$ cat src/design/jss_pkg.sv
// ----------------------------------------------------------------------------
// JTAG scan sequencer package
// Shared types, constants and the control store of the scan sequencer.
// ----------------------------------------------------------------------------
package jss_pkg;

  localparam int MAX_SCAN_LEN = 32;
  localparam int DATA_W       = 32;
  localparam int LEN_FIELD_W  = 6;
  localparam int LEN_W        = $clog2(MAX_SCAN_LEN + 1);
  localparam int ADDR_W       = 4;

  localparam logic [1:0] CMD_RESET       = 2'd0;
  localparam logic [1:0] CMD_SHIFT_IR    = 2'd1;
  localparam logic [1:0] CMD_SHIFT_DR    = 2'd2;
  localparam logic [1:0] CMD_SHIFT_DR_CAP = 2'd3;

  typedef struct packed {
    logic [1:0]             command;
    logic [LEN_FIELD_W-1:0] length;
    logic [DATA_W-1:0]      tdi_bits;
    logic [DATA_W-1:0]      tdo_bits;
  } jss_in_t;

  typedef struct packed {
    logic              tms;
    logic              tdi;
    logic              sample_tdo;
    logic [DATA_W-1:0] tdo_captured;
    logic              last;
  } jss_out_t;

  // Control store addresses. The IR lead-in falls through into the DR lead-in.
  typedef enum logic [ADDR_W-1:0] {
    ADDR_RST0  = 4'd0,
    ADDR_RST1  = 4'd1,
    ADDR_RST2  = 4'd2,
    ADDR_RST3  = 4'd3,
    ADDR_RST4  = 4'd4,
    ADDR_RST5  = 4'd5,
    ADDR_IR0   = 4'd6,
    ADDR_DR0   = 4'd7,
    ADDR_PRE1  = 4'd8,
    ADDR_PRE2  = 4'd9,
    ADDR_SHIFT = 4'd10,
    ADDR_UPD   = 4'd11,
    ADDR_IDLE  = 4'd12
  } jss_addr_e;

  typedef enum logic [1:0] {
    TMS_ZERO,
    TMS_ONE,
    TMS_FINAL
  } jss_tms_e;

  typedef enum logic [1:0] {
    JMP_NEXT,
    JMP_LOOP,
    JMP_DONE
  } jss_jmp_e;

  typedef struct packed {
    jss_tms_e tms_sel;
    logic     shift;
    logic     cap_en;
    logic     last;
    jss_jmp_e jmp;
  } jss_uword_t;

  typedef struct packed {
    logic load;
    logic shift;
  } jss_dp_ctl_t;

  typedef struct packed {
    logic              final_bit;
    logic              tdi_bit;
    logic [DATA_W-1:0] cap;
  } jss_dp_sts_t;

  function automatic jss_uword_t jss_ucode(input jss_addr_e addr);
    jss_uword_t w;
    w = '{tms_sel: TMS_ZERO, shift: 1'b0, cap_en: 1'b0, last: 1'b0, jmp: JMP_DONE};
    unique case (addr)
      ADDR_RST0, ADDR_RST1, ADDR_RST2, ADDR_RST3, ADDR_RST4: begin
        w.tms_sel = TMS_ONE;
        w.jmp     = JMP_NEXT;
      end
      ADDR_RST5: begin
        w.last = 1'b1;
      end
      ADDR_IR0, ADDR_DR0, ADDR_UPD: begin
        w.tms_sel = TMS_ONE;
        w.jmp     = JMP_NEXT;
      end
      ADDR_PRE1, ADDR_PRE2: begin
        w.jmp = JMP_NEXT;
      end
      ADDR_SHIFT: begin
        w.tms_sel = TMS_FINAL;
        w.shift   = 1'b1;
        w.jmp     = JMP_LOOP;
      end
      ADDR_IDLE: begin
        w.cap_en = 1'b1;
        w.last   = 1'b1;
      end
      default: begin
        w.jmp = JMP_DONE;
      end
    endcase
    return w;
  endfunction

endpackage

$ cat src/design/jss_datapath.sv
// ----------------------------------------------------------------------------
// JTAG scan sequencer datapath
// TDI shift register, remaining bit counter and captured TDO word.
// ----------------------------------------------------------------------------
module jss_datapath import jss_pkg::*; (
  input  logic        clk_i,
  input  logic        rst_ni,
  input  jss_in_t     in_data_i,
  input  jss_dp_ctl_t ctl_i,
  output jss_dp_sts_t sts_o
);

  logic [DATA_W-1:0] tdi_q, tdi_d;
  logic [DATA_W-1:0] cap_q, cap_d;
  logic [LEN_W-1:0]  cnt_q, cnt_d;
  logic [LEN_W-1:0]  len_sat;
  logic [DATA_W-1:0] mask;

  always_comb begin
    if (in_data_i.length > LEN_FIELD_W'(MAX_SCAN_LEN)) begin
      len_sat = LEN_W'(MAX_SCAN_LEN);
    end else begin
      len_sat = LEN_W'(in_data_i.length);
    end
    for (int i = 0; i < DATA_W; i++) begin
      mask[i] = (32'(i) < 32'(len_sat));
    end
  end

  always_comb begin
    tdi_d = tdi_q;
    cap_d = cap_q;
    cnt_d = cnt_q;
    if (ctl_i.load) begin
      tdi_d = in_data_i.tdi_bits;
      cnt_d = len_sat;
      if (in_data_i.command == CMD_SHIFT_DR_CAP) begin
        cap_d = in_data_i.tdo_bits & mask;
      end else begin
        cap_d = '0;
      end
    end else if (ctl_i.shift) begin
      // Bits past the top of the word shift out as zero.
      tdi_d = tdi_q >> 1;
      cnt_d = cnt_q - LEN_W'(1);
    end
  end

  always_ff @(posedge clk_i or negedge rst_ni) begin
    if (!rst_ni) begin
      tdi_q <= '0;
      cap_q <= '0;
      cnt_q <= '0;
    end else begin
      tdi_q <= tdi_d;
      cap_q <= cap_d;
      cnt_q <= cnt_d;
    end
  end

  assign sts_o.final_bit = (cnt_q == LEN_W'(1));
  assign sts_o.tdi_bit   = tdi_q[0];
  assign sts_o.cap       = cap_q;

endmodule

$ cat src/design/jss_sequencer.sv
// ----------------------------------------------------------------------------
// JTAG scan sequencer control
// Step counter over the control store, command dispatch and jump logic.
// ----------------------------------------------------------------------------
module jss_sequencer import jss_pkg::*; (
  input  logic        clk_i,
  input  logic        rst_ni,
  input  logic        in_valid_i,
  input  jss_in_t     in_data_i,
  input  logic        slot_free_i,
  input  logic        final_bit_i,
  output logic        busy_o,
  output logic        step_o,
  output jss_uword_t  uword_o,
  output jss_dp_ctl_t dp_ctl_o
);

  logic       busy_q, busy_d;
  jss_addr_e  pc_q, pc_d;
  jss_uword_t uw;
  logic       accept;
  logic       step;

  assign uw     = jss_ucode(pc_q);
  assign accept = in_valid_i && !busy_q;
  assign step   = busy_q && slot_free_i;

  always_comb begin
    busy_d = busy_q;
    pc_d   = pc_q;
    if (accept) begin
      if (in_data_i.command == CMD_RESET) begin
        busy_d = 1'b1;
        pc_d   = ADDR_RST0;
      end else if (in_data_i.length != '0) begin
        // A zero-length scan is taken and dropped without any transfer.
        busy_d = 1'b1;
        pc_d   = (in_data_i.command == CMD_SHIFT_IR) ? ADDR_IR0 : ADDR_DR0;
      end
    end else if (step) begin
      unique case (uw.jmp)
        JMP_NEXT: pc_d = jss_addr_e'(ADDR_W'(pc_q) + ADDR_W'(1));
        JMP_LOOP: begin
          if (final_bit_i) begin
            pc_d = jss_addr_e'(ADDR_W'(pc_q) + ADDR_W'(1));
          end
        end
        JMP_DONE: busy_d = 1'b0;
        default:  busy_d = 1'b0;
      endcase
    end
  end

  always_ff @(posedge clk_i or negedge rst_ni) begin
    if (!rst_ni) begin
      busy_q <= 1'b0;
      pc_q   <= ADDR_RST0;
    end else begin
      busy_q <= busy_d;
      pc_q   <= pc_d;
    end
  end

  assign busy_o         = busy_q;
  assign step_o         = step;
  assign uword_o        = uw;
  assign dp_ctl_o.load  = accept;
  assign dp_ctl_o.shift = step && uw.shift;

  a_shift_holds: assert property (@(posedge clk_i) disable iff (!rst_ni)
    step && pc_q == ADDR_SHIFT && !final_bit_i |=> pc_q == ADDR_SHIFT && busy_q)
    else $error("shift step left the shift loop early");

  a_last_ends: assert property (@(posedge clk_i) disable iff (!rst_ni)
    step && uw.last |=> !busy_q)
    else $error("sequencer still busy after the final step");

  a_no_load_busy: assert property (@(posedge clk_i) disable iff (!rst_ni)
    busy_q |-> !dp_ctl_o.load)
    else $error("datapath loaded while a command is running");

endmodule

$ cat src/design/jtag_scan_sequencer_core.sv
// ----------------------------------------------------------------------------
// JTAG scan sequencer core
// Turns reset/scan commands into one TMS/TDI transfer per unstalled TCK cycle.
// ----------------------------------------------------------------------------
// A command is taken only while no other command is running, and its results
// then leave at one transfer per clock through the output register, pausing
// whenever the output is stalled. A reset command gives 6 transfers, a DR scan
// length+5 and an IR scan length+6 (38 at most, for a 32-bit IR scan); the
// length is clamped to MAX_SCAN_LEN. A scan of length zero is taken and gives
// nothing. The pace is set by the microprogram step counter, which steps once
// per transfer and holds on the shift word until its final bit; a new command
// is taken in the cycle after the final transfer enters the output register.
module jtag_scan_sequencer_core import jss_pkg::*; (
  input  logic     clk_i,
  input  logic     rst_ni,
  input  logic     in_valid_i,
  output logic     in_stall_o,
  input  jss_in_t  in_data_i,
  output logic     out_valid_o,
  input  logic     out_stall_i,
  output jss_out_t out_data_o
);

  logic        busy;
  logic        step;
  logic        slot_free;
  jss_uword_t  uw;
  jss_dp_ctl_t dp_ctl;
  jss_dp_sts_t dp_sts;

  logic     out_valid_q, out_valid_d;
  jss_out_t out_q, out_d;

  assign slot_free = !out_valid_q || !out_stall_i;

  jss_sequencer u_seq (
    .clk_i       (clk_i),
    .rst_ni      (rst_ni),
    .in_valid_i  (in_valid_i),
    .in_data_i   (in_data_i),
    .slot_free_i (slot_free),
    .final_bit_i (dp_sts.final_bit),
    .busy_o      (busy),
    .step_o      (step),
    .uword_o     (uw),
    .dp_ctl_o    (dp_ctl)
  );

  jss_datapath u_dp (
    .clk_i     (clk_i),
    .rst_ni    (rst_ni),
    .in_data_i (in_data_i),
    .ctl_i     (dp_ctl),
    .sts_o     (dp_sts)
  );

  always_comb begin
    out_valid_d = out_valid_q;
    out_d       = out_q;
    if (step) begin
      out_valid_d = 1'b1;
      unique case (uw.tms_sel)
        TMS_ZERO:  out_d.tms = 1'b0;
        TMS_ONE:   out_d.tms = 1'b1;
        TMS_FINAL: out_d.tms = dp_sts.final_bit;
        default:   out_d.tms = 1'b0;
      endcase
      out_d.tdi          = uw.shift && dp_sts.tdi_bit;
      out_d.sample_tdo   = uw.shift;
      out_d.tdo_captured = uw.cap_en ? dp_sts.cap : '0;
      out_d.last         = uw.last;
    end else if (!out_stall_i) begin
      out_valid_d = 1'b0;
    end
  end

  always_ff @(posedge clk_i or negedge rst_ni) begin
    if (!rst_ni) begin
      out_valid_q <= 1'b0;
    end else begin
      out_valid_q <= out_valid_d;
    end
  end

  always_ff @(posedge clk_i) begin
    out_q <= out_d;
  end

  assign in_stall_o  = busy;
  assign out_valid_o = out_valid_q;
  assign out_data_o  = out_q;

  a_cap_on_last: assert property (@(posedge clk_i) disable iff (!rst_ni)
    out_valid_o && out_data_o.tdo_captured != '0 |-> out_data_o.last)
    else $error("captured word shown before the final transfer");

  a_sample_not_last: assert property (@(posedge clk_i) disable iff (!rst_ni)
    out_valid_o && out_data_o.sample_tdo |-> !out_data_o.last)
    else $error("scan bit marked as the final transfer");

endmodule
$ cat config.mk
export PLATFORM = sky130hd
export DESIGN_NAME = jtag_scan_sequencer_core
export DESIGN_NICKNAME = d
export VERILOG_FILES = /design/src/design/jss_pkg.sv /design/src/design/jss_datapath.sv /design/src/design/jss_sequencer.sv /design/src/design/jtag_scan_sequencer_core.sv
export SDC_FILE = /design/constraint.sdc
export NUM_CORES = 1
export LEC_CHECK = 0
export ABC_AREA = 1
export BUFFER_PORTS_ARGS = -buffer_cell sky130_fd_sc_hd__buf_2
export CORE_MARGIN = 1
export CORE_UTILIZATION = 40
export DETAILED_ROUTE_END_ITERATION = 10
export HOLD_SLACK_MARGIN = 0.08
export PLACE_DENSITY_LB_ADDON = 0.1
export SYNTH_ARGS = -nofsm -noshare
export SYNTH_HDL_FRONTEND = slang
export SYNTH_HIERARCHICAL = 1
export SYNTH_SLANG_ARGS = --single-unit
$ cat constraint.sdc
create_clock -name clk_i -period 2.86 [get_ports clk_i]
set_input_delay 0.429 -clock clk_i [delete_from_list [all_inputs] [get_ports clk_i]]
set_output_delay 0.429 -clock clk_i [all_outputs]
set_load 0.01 [all_outputs]
==> flow_metrics.py <==
metrics = {
    "synth": {
        "ys_ff_latch": 112,
        "synthArstFlopShare_pct": 67.9,
        "synth_compound_area_share_pct": 7.98,
        "synth_simple_gate_area_share_pct": 25.9,
        "yosysWarnings": 6,
        "yosysSeqAreaShare_pct": 55.9,
        "synth_fa_ha_area_share_pct": 1.88,
        "yosysMostFrequentCell": "nand2_1",
        "synthTopCellsByCount": "220 x nand2_1, 76 x dfrtp_1, 73 x inv_1",
        "synth_mux_area_share_pct": 0,
        "yosys.area.top_type_share_pct": 35.7,
        "synth_cells": 606,
        "synth_cell_types": 36,
        "synth_fp_nets": 690,
        "synth_top_area_cell": "dfrtp_1",
        "synth.avg_cell_area_um2": 8.80,
        "ys_top_cells_by_area": "dfrtp_1 36%, edfxtp_1 20%, nand2_1 15%",
        "synth_flop_cell": "dfrtp_1",
        "syn_area_mm2": 0.00533,
        "synth-edff-count": 36,
        "synth_xor_area_share_pct": 0.164,
        "synth_top_family_by_area": "simple AND/OR/NAND/NOR gates",
    },
    "detailed_routing": {
        "drt_pass1_iterations": 4,
        "drt-total-wl_um": 12500,
        "drt_iter0_drc": 190,
        "drc_errors": 0,
        "route.vias.total": 4373,
        "wl_per_cell_um": 14.0,
        "avgViaCountPerCell": 4.91,
        "ant_nets": 0,
    },
    "timing": {
        "clock.fmax_mhz": 444,
        "finalCritPeriodShare_pct": 78.8,
        "hold_ws_ps": 225,
        "worst_slew_pin_slew_ps": 963,
        "setup_tns_ps": 0,
        "max_slew_margin_pct": 35.8,
        "skew_ps": 9.41,
        "finalSetupViolations": 0,
        "min_period_ps": 2250,
        "drv_slew": 0,
        "hold_viol_final": 0,
        "rsz0062_at_grt": "no",
    },
    "worst_setup_path": {
        "critPathArrivalTime_ps": 2520,
        "worstSetupEndpointType": "flop",
        "required_ps": 3130,
        "startpoint_type": "flop",
        "r2r_slack_ps": 610,
        "crit_fanout": 27,
        "reg2reg_from": "u_seq/pc_q[0]$_DFFE_PN0P_",
        "reg2reg_to": "u_dp/tdi_q[23]$_DFFE_PN0P_",
        "r2r_cells": 7,
        "path_class": "flop to flop",
    },
    "die": {
        "fp.dieH_um": 117,
        "start_util_pct": 41.6,
        "rows": 41,
        "io_pins": 114,
        "die-width_um": 117,
        "core_mm2": 0.0128,
        "dieArea_mm2": 0.0138,
    },
    "layout": {
        "antenna_cells": 0,
        "final_area_mm2": 0.00630,
        "drive_gt1_share_pct": 22.6,
        "syn2layout_area_growth_pct": 18.0,
        "fin_cells": 890,
        "nets": 797,
    },
    "power": {
        "p_leak_nw": 3.34,
        "vdd_drop_max_mv": 0.301,
        "powerDensity_mw_per_mm2": 893,
        "finalPower_mw": 5.62,
    },
    "clocking": {
        "cts_hold_buf": 0,
        "ctsRootBufferMaster": "clkbuf_16",
        "clk_latency_ps": 360,
        "cts_tree": "built",
        "clk_pin_slew_ps": 70,
        "clk_path_buf_depth": 2,
        "cts_sinks": 112,
        "cts_buffers": 9,
        "cts_htree_levels": 3,
    },
    "place": {
        "dpl.cell_count": 874,
        "dpl.hpwl_um": 8830,
        "portBuffers": 113,
        "finalWeightedCongestion": 0.849,
        "dpl_cell_area_mm2": 0.00602,
    },
    "hold_path": {
        "hold_class": "primary input to async pin",
    },
    "flow_run": {
        "maxCapViolations": 0,
    },
    "global_routing": {
        "grtUsageTotal_pct": 19.1,
        "grt_pass1_vias": 4180,
        "grt_max_degree": 77,
        "overflow": 0,
        "antenna_found_initial": 0,
        "grt_first_pass_wirelength_um": 20600,
    },
    "status": {
        "run_status": "finished, final reports clean",
    },
}
[critical path, cell delays in order (launching register included)]
cell	delay, ps
dfrtp_1	450
inv_1	100
ha_1	240
nand3_2	110
nor2_1	100
nor2_4	510
inv_1	380
o211ai_1	260
[kinds of logic (layout without fill, tap and decap cells)]
kind of cell / after synthesis / after routing
AOI/OAI and AO/OA: 64 / 64
xor gates and xnor gates: 1 / 1
buffers and inverters: 101 / 213
adders and majority gates: 8 / 8
and+or+nand+nor: 320 / 320
DFF: 112 / 112
[layer usage]
metal / global-route usage (%) / wire, um
met1: 25.3 / 5680
met2: 30.3 / 5690
met3: 3.88 / 835
met4: 8.41 / 255
met5: 0 / 0
[flip-flops by register name (all words and copies together) (netlist names)]
signal and count:
out_valid_o 1, u_seq/pc_q 4, u_dp/cap_q 32, u_seq/busy_o 1, u_dp/cnt_q 6, u_dp/tdi_q 32, out_data_o 36
[metrics by stage]
step                util, %  worst slack [ps]
global placement       47.0               271
global route           49.1               391
detailed placement     47.0               168
CTS                    49.1               115
floorplan                 -              1170
finish                 49.1               607
[cell type report]
cell class / count / area (um^2)
Fill cell: 1255 / 6530
Tap cell: 172 / 215
Timing Repair Buffer: 119 / 613
Multi-Input combinational cell: 393 / 1930
Clock inverter: 3 / 16.3
Sequential cell: 112 / 2980
Clock buffer: 13 / 250
Inverter: 78 / 293
[repair_timing]
action,CTS,global route
gates resized for setup,0,1
buffers inserted,0,0
setup endpoints to repair,0,11
[how the worst max path moves through the flow]
stage / to / slack, ps / depth (start not counted) / from
final: u_dp/tdi_q[23]$_DFFE_PN0P_ / 610 / 7 / u_seq/pc_q[0]$_DFFE_PN0P_
after global routing: u_dp/tdi_q[14]$_DFFE_PN0P_ / 390 / 7 / u_seq/pc_q[0]$_DFFE_PN0P_
after CTS: u_dp/cnt_q[4]$_DFFE_PN0P_ / 110 / 7 / u_seq/pc_q[0]$_DFFE_PN0P_
after detailed placement: u_dp/tdi_q[8]$_DFFE_PN0P_ / 170 / 7 / u_seq/pc_q[0]$_DFFE_PN0P_
after global placement: u_dp/tdi_q[8]$_DFFE_PN0P_ / 270 / 7 / u_seq/pc_q[0]$_DFFE_PN0P_
after floorplan: u_dp/tdi_q[13]$_DFFE_PN0P_ / 1170 / 8 / u_seq/pc_q[0]$_DFFE_PN0P_
[cells in the final DEF, fill, tap and decap left out, types with 3 or more instances in the layout]
cell type | synthesis | final
inv_2 | 5 | 5
nor2_1 | 33 | 32
nor2_4 | 2 | 3
edfxtp_1 | 36 | 36
nand3b_1 | 4 | 4
buf_2 | 7 | 112
clkbuf_1 | 7 | 3
nand3_1 | 33 | 33
nor2_2 | 9 | 9
nand2_1 | 220 | 220
o211ai_1 | 9 | 9
ha_1 | 8 | 8
clkbuf_16 | 0 | 9
dfrtp_1 | 76 | 76
buf_4 | 4 | 7
a22oi_1 | 23 | 23
o21ai_0 | 15 | 15
nand3_2 | 3 | 3
o21ai_1 | 8 | 8
nand4_1 | 7 | 7
inv_1 | 73 | 73
[power by group]
part,switching (mW),internal [mW],leakage [nW],total [mW]
combinational,1.15,0.706,1.86,1.86
clock,0.550,0.614,0.134,1.16
sequential,0.302,2.30,1.35,2.60
No activity file was read; power rests on OpenSTA's default activity.
